## src/rtl/core/bba_pkg.sv

```systemverilog
`default_nettype none

package bba_pkg;

  // request kinds on the input stream
  localparam logic OP_ALLOC = 1'b0;
  localparam logic OP_FREE  = 1'b1;

  // result status codes
  localparam logic [1:0] STATUS_OK       = 2'd0;
  localparam logic [1:0] STATUS_FULL     = 2'd1;
  localparam logic [1:0] STATUS_BAD_FREE = 2'd2;

  // live allocation count limit, a block at this count is skipped
  localparam logic [15:0] COUNT_MAX = 16'hFFFF;

  // reset value of the default block size register
  localparam logic [39:0] DEFAULT_SIZE_RESET = 40'd268435456;

  // slot update kinds sent to the cells
  typedef enum logic {
    CMD_LOAD,
    CMD_DEC
  } cmd_kind_t;

  typedef struct packed {
    logic      en;
    cmd_kind_t kind;
  } cmd_ctl_t;

  // control part of the search token that walks the cell chain
  typedef struct packed {
    logic active;
    logic found;
    logic free_found;
    logic sel_valid;
  } probe_flags_t;

  // controller states
  typedef enum logic [2:0] {
    ST_IDLE,
    ST_SCAN,
    ST_BASE,
    ST_PAD,
    ST_FIT,
    ST_COMMIT,
    ST_OUT
  } state_t;

endpackage

`default_nettype wire

```

## src/rtl/core/bba_cell.sv

```systemverilog
`default_nettype none

module bba_cell #(
  parameter int IDX = 0,
  parameter int IW  = 4,
  parameter int SW  = 40
) (
  input  logic                  clk,
  input  logic                  rst,
  // request fields, held stable while the token walks
  input  logic [4:0]            req_type,
  input  logic [SW-1:0]         req_size,
  input  logic [IW-1:0]         req_fslot,
  // token from the previous cell
  input  bba_pkg::probe_flags_t in_flags,
  input  logic [IW-1:0]         in_found_idx,
  input  logic [SW-1:0]         in_found_size,
  input  logic [SW-1:0]         in_found_cursor,
  input  logic [15:0]           in_found_count,
  input  logic [IW-1:0]         in_free_idx,
  input  logic [15:0]           in_sel_count,
  // token to the next cell
  output bba_pkg::probe_flags_t out_flags,
  output logic [IW-1:0]         out_found_idx,
  output logic [SW-1:0]         out_found_size,
  output logic [SW-1:0]         out_found_cursor,
  output logic [15:0]           out_found_count,
  output logic [IW-1:0]         out_free_idx,
  output logic [15:0]           out_sel_count,
  // slot update
  input  bba_pkg::cmd_ctl_t     cmd,
  input  logic [IW-1:0]         cmd_idx,
  input  logic [4:0]            cmd_type,
  input  logic [SW-1:0]         cmd_size,
  input  logic [SW-1:0]         cmd_cursor,
  input  logic [15:0]           cmd_count
);
  import bba_pkg::*;

  localparam logic [IW-1:0] MY_IDX = IW'(IDX);

  logic          valid;
  logic [4:0]    slot_type;
  logic [SW-1:0] size;
  logic [SW-1:0] cursor;
  logic [15:0]   count;
  logic          hit;
  logic          cmd_hit;

  // this slot can serve the request
  assign hit = valid && (slot_type == req_type) && (count != COUNT_MAX) &&
               ((size - cursor) >= req_size);

  assign cmd_hit = cmd.en && (cmd_idx == MY_IDX);

  // valid mark
  always_ff @(posedge clk) begin
    if (rst) begin
      valid <= 1'b0;
    end else if (cmd_hit) begin
      case (cmd.kind)
        CMD_LOAD: valid <= 1'b1;
        CMD_DEC:  if (count == 16'd1) valid <= 1'b0;
        default:  valid <= valid;
      endcase
    end
  end

  // slot contents
  always_ff @(posedge clk) begin
    if (cmd_hit) begin
      case (cmd.kind)
        CMD_LOAD: begin
          slot_type <= cmd_type;
          size      <= cmd_size;
          cursor    <= cmd_cursor;
          count     <= cmd_count;
        end
        CMD_DEC: count <= count - 16'd1;
        default: count <= count;
      endcase
    end
  end

  // token control flags
  always_ff @(posedge clk) begin
    if (rst) begin
      out_flags <= '0;
    end else begin
      out_flags.active     <= in_flags.active;
      out_flags.found      <= in_flags.found | hit;
      out_flags.free_found <= in_flags.free_found | ~valid;
      out_flags.sel_valid  <= (req_fslot == MY_IDX) ? valid : in_flags.sel_valid;
    end
  end

  // token data, first match wins
  always_ff @(posedge clk) begin
    if (!in_flags.found && hit) begin
      out_found_idx    <= MY_IDX;
      out_found_size   <= size;
      out_found_cursor <= cursor;
      out_found_count  <= count;
    end else begin
      out_found_idx    <= in_found_idx;
      out_found_size   <= in_found_size;
      out_found_cursor <= in_found_cursor;
      out_found_count  <= in_found_count;
    end
    out_free_idx  <= (!in_flags.free_found && !valid) ? MY_IDX : in_free_idx;
    out_sel_count <= (req_fslot == MY_IDX) ? count : in_sel_count;
  end

endmodule

`default_nettype wire

```

## config.mk

```make
export PLATFORM = sky130hd
export DESIGN_NAME = bba_cell
export DESIGN_NICKNAME = d
export VERILOG_FILES = /design/src/rtl/core/bba_pkg.sv /design/src/rtl/core/bba_cell.sv
export SDC_FILE = /design/constraint.sdc
export NUM_CORES = 1
export LEC_CHECK = 0
export BUFFER_PORTS_ARGS = -buffer_cell sky130_fd_sc_hd__buf_2
export CAP_MARGIN = 15
export CORE_AREA = 2 2 157 159
export CTS_BUF_LIST = sky130_fd_sc_hd__clkbuf_4 sky130_fd_sc_hd__clkbuf_8
export CTS_CLUSTER_DIAMETER = 100
export CTS_CLUSTER_SIZE = 8
export DETAILED_ROUTE_END_ITERATION = 8
export DIE_AREA = 0 0 159 161
export PLACE_DENSITY = 0.76
export SKIP_LAST_GASP = 1
export SYNTH_ARGS = -nofsm -noshare
export SYNTH_HDL_FRONTEND = slang
export SYNTH_SLANG_ARGS = --single-unit
```

## constraint.sdc

```tcl
create_clock -name clk -period 7 [get_ports clk]
set_input_delay 0.7 -clock clk [delete_from_list [all_inputs] [get_ports clk]]
set_output_delay 0.7 -clock clk [all_outputs]
set_load 0.02 [all_outputs]
```

==> metrics.md <==
| Metric | Value |
|---|---|
| Primary FF master, synth | `sky130_fd_sc_hd__dfxtp_1` |
| Most frequent standard cell in the layout excluding fill and tap cells | `sky130_fd_sc_hd__buf_2` |
| Sequential fraction of the synthesis area | `49.6%` |
| Final cell count without fillers | `1695` |
| Count of routing violations after the opening detailed-route iteration | `~400` |
| Worst hold path type | `input pin to flip-flop` |
| Most frequent cells in the layout | `sky130_fd_sc_hd__buf_2, sky130_fd_sc_hd__dfxtp_1, sky130_fd_sc_hd__edfxtp_1, sky130_fd_sc_hd__mux2_4, sky130_fd_sc_hd__inv_1` |
| Gr ovfl total | `0` |
| Worst setup EP type | `flip-flop` |
| Peak per-stage delay on the critical path | `between 0.4 and 0.5 ns` |
| Initial antenna violation count | `10` |
| Outcome | `complete, no violations` |
| Leak Pwr | `0.00668 uW` |
| Buffers inserted by post-CTS timing repair | `0` |
| Arrival time of the worst setup path | `around 5.7 ns` |
| Headroom to the max-slew limit | `26.1%` |
| Latest clock arrival within the worst-skew pair | `0.52 ns` |
| Synth warn | `0` |
| Total detailed-routing wirelength | `29400 um` |
| Mapped Nets | `1280` |
| Maximum clock path buffer count | `3` |
| CTS sink count | `226` |
| IO Port Bufs | `405` |
| Fraction of final layout cells sized beyond drive strength 1 | `44.2%` |
| All-Layer GR Usage | `between 20% and 30%` |
| Cell seen most often among critical-path stages | `sky130_fd_sc_hd__a21o_1` |
| Synth top area share | `between 20 and 30%` |
| Max Clock Skew | `0.0199 ns` |
| Total power per unit cell area | `202 mW/mm^2` |
| Number of max-capacitance violations reported | `0` |
| Via count of the first global-routing pass | `about 8.6k` |
| Proportion of register bits with asynchronous set or reset after synthesis | `0%` |
| Slew of the pin with the lowest slew margin | `1.11 ns` |
| Resized Gates After CTS | `0` |
| Cell type with the largest total area after synthesis | `sky130_fd_sc_hd__edfxtp_1` |
| DRT antenna net count | `0` |
| Die Wd | `159 um` |
| Inst Count DP | `1625` |
| Sort of element at the start of the critical path | `flip-flop` |
| Cts hold-fix bufs | `0` |
| Setup repair after global routing missed its margin | `false` |
| Crit-path cells | `inv_1, ha_1, inv_1, fa_1, a211oi_2, o21ai_2, a2111oi_4, o31ai_4, nand3_1, nand2_1, a21o_1, a21oi_1, xnor2_1, ha_1, a21o_1, a21o_1, a21oi_1, nor2_1, a211oi_1, o21ai_1, a21oi_2, nor3_2, buf_4, mux2_4` |
| Post-route total power | `approximately 2900 uW` |
| Global-route wire length before repair | `44400 um` |
| Io pins | `406` |
| Register clock-pin slew on the reported worst setup and hold paths | `about 0.070 ns` |
| Number of nets in the layout | `roughly 1.7k` |
| Final Hold Vio Count | `0` |
| Core box area | `0.0240 mm^2` |
| Period utilisation layout | `between 70% and 80%` |
| Required time of the critical path | `approximately 7.4 ns` |
| Initial core utilization | `a little under half` |
| Estimated wirelength of the detail-placed design | `23000 um` |
| Synth Instances | `~900` |
| Maximum achievable frequency | `0.188 GHz` |
| Number of different library cells in the post-synthesis netlist | `61` |
| Highest net fanout along the worst path | `54` |
| Detailed-route wire length per cell | `roughly 17 um` |
| Flip-flop and latch count after synthesis | `226` |
| Height of the die | `161 um` |
| Root buffer selected by CTS | `sky130_fd_sc_hd__clkbuf_8` |
| Count of final max-slew check failures | `0` |
| Weighted congestion reported at the end of routability-driven placement | `0.879` |
| Standard-cell row count | `57` |
| Average vias per placed instance | `between 4 and 5` |
| Total iterations of the first detailed-routing run | `5` |
| Number of remaining DRC errors | `0` |
| Number of setup violations in the final report | `0` |
| Total number of vias | `8450` |
| Slowest cell on the critical path | `sky130_fd_sc_hd__a2111oi_4` |
| TritonCTS clock tree | `built` |
| CP Class | `flip-flop to flip-flop` |
| Total cell area at the placement stage | `0.0135 mm^2` |
| Maximum vdd drop | `0.162 mV` |
| Mean instance size in the synthesized netlist | `12.2 um^2` |
| Largest net degree at the start of global routing | `55` |
| Final std cell area, no fill | `0.0142 mm^2` |
| Setup total negative slack | `0 ns` |
| Number of enable-type register cells in the synthesized netlist | `101` |
| Number of H-tree levels | `2` |
| Shortest clock period the worst path allows after layout | `5.31 ns` |
| Area contributors post-synth | `sky130_fd_sc_hd__edfxtp_1, sky130_fd_sc_hd__dfxtp_1, sky130_fd_sc_hd__mux2_4, sky130_fd_sc_hd__ha_1, sky130_fd_sc_hd__inv_1` |
| Synthesis-to-layout area growth | `27.0%` |
| Mapped cell area | `0.0112 mm^2` |
| Number of clock buffers inserted by TritonCTS | `34` |
| Total die area | `0.0256 mm^2` |
## logic make-up (layout without fill, tap and decap cells)
group / after synthesis / after routing / share of synthesized area (%)
compound gates: 166 / 166 / 10.1
xor+xnor: 55 / 55 / 4.32
buf+inv: 111 / 559 / 4.50
mux: 115 / 115 / 14.8
fa+ha+maj: 83 / 83 / 9.38
other cells: 0 / 8 / 0
simple gates: 159 / 159 / 7.24
flops: 226 / 226 / 49.6
## final cells by class
class / instances / area, um^2
Clock inverter: 4 / 32.5
Tap cell: 324 / 405
Inverter: 89 / 334
Antenna cell: 8 / 20.0
Sequential cell: 226 / 5540
Timing Repair Buffer: 409 / 2060
Fill cell: 2055 / 9800
Multi-Input combinational cell: 578 / 5130
Clock buffer: 57 / 641
## sequential cells by signal, indices dropped and copies added, names as in the netlist
register	flops
count	16
cursor	40
slot_type	5
out_flags	4
out_found_idx	4
out_found_cursor	40
valid	1
size	40
out_found_size	40
out_free_idx	4
out_found_count	16
out_sel_count	16
## critical path, delay by kind of cell, from the launching register on
family	cells	cell delay (ns)
compound gates	12	2.62
fa+ha+maj	3	0.75
buf+inv	3	0.49
mux	1	0.43
flops	1	0.38
simple gates	4	0.29
xor+xnor	1	0.09
## cell usage after synthesis (all sizes together), types with 14 or more instances
library cell	count
nor2	48
edfxtp	101
buf	14
dfxtp	125
inv	89
nand2	27
nand4	17
xnor2	33
nor2b	19
a21o	30
mux2	113
o21ai	30
xor2	22
a21oi	62
ha	82
## routing by layer
layer	share of wire, %	track usage, %	wire [um]
met1	39	24.4	11400
met2	50	39.7	14800
met3	7.4	5.96	2170
met4	3.6	9.42	1060
met5	0.092	0	27
## path summary, 6_finish.rpt
path | end | slack [ns] | depth (start not counted) | from
worst min-delay path | size[12] | 0.35 | 1 | cmd_size[12]
worst max register to register | out_found_cursor[15] | 1.69 | 24 | size[0]
worst max-delay path | out_found_cursor[15] | 1.69 | 24 | size[0]
worst min register to register | out_found_cursor[12] | 0.50 | 1 | cursor[12]
## power breakdown
group	switching, uW	leakage, uW	internal (uW)
logic	164	0.00436	169
registers	16.1	0.00196	1420
clock network	512	0.000359	580
## per-stage QoR
step,setup WS (ns),util [%],hold WS [ns]
2_1_floorplan,1.13,-,0.458
3_3_place_gp,1.73,56.2,0.485
3_5_place_dp,1.70,56.2,0.492
4_1_cts,1.64,59.0,0.310
5_1_grt,1.18,59.1,0.313
6_report,1.69,59.1,0.347
Note: power is estimated with default switching activity, not from simulation.
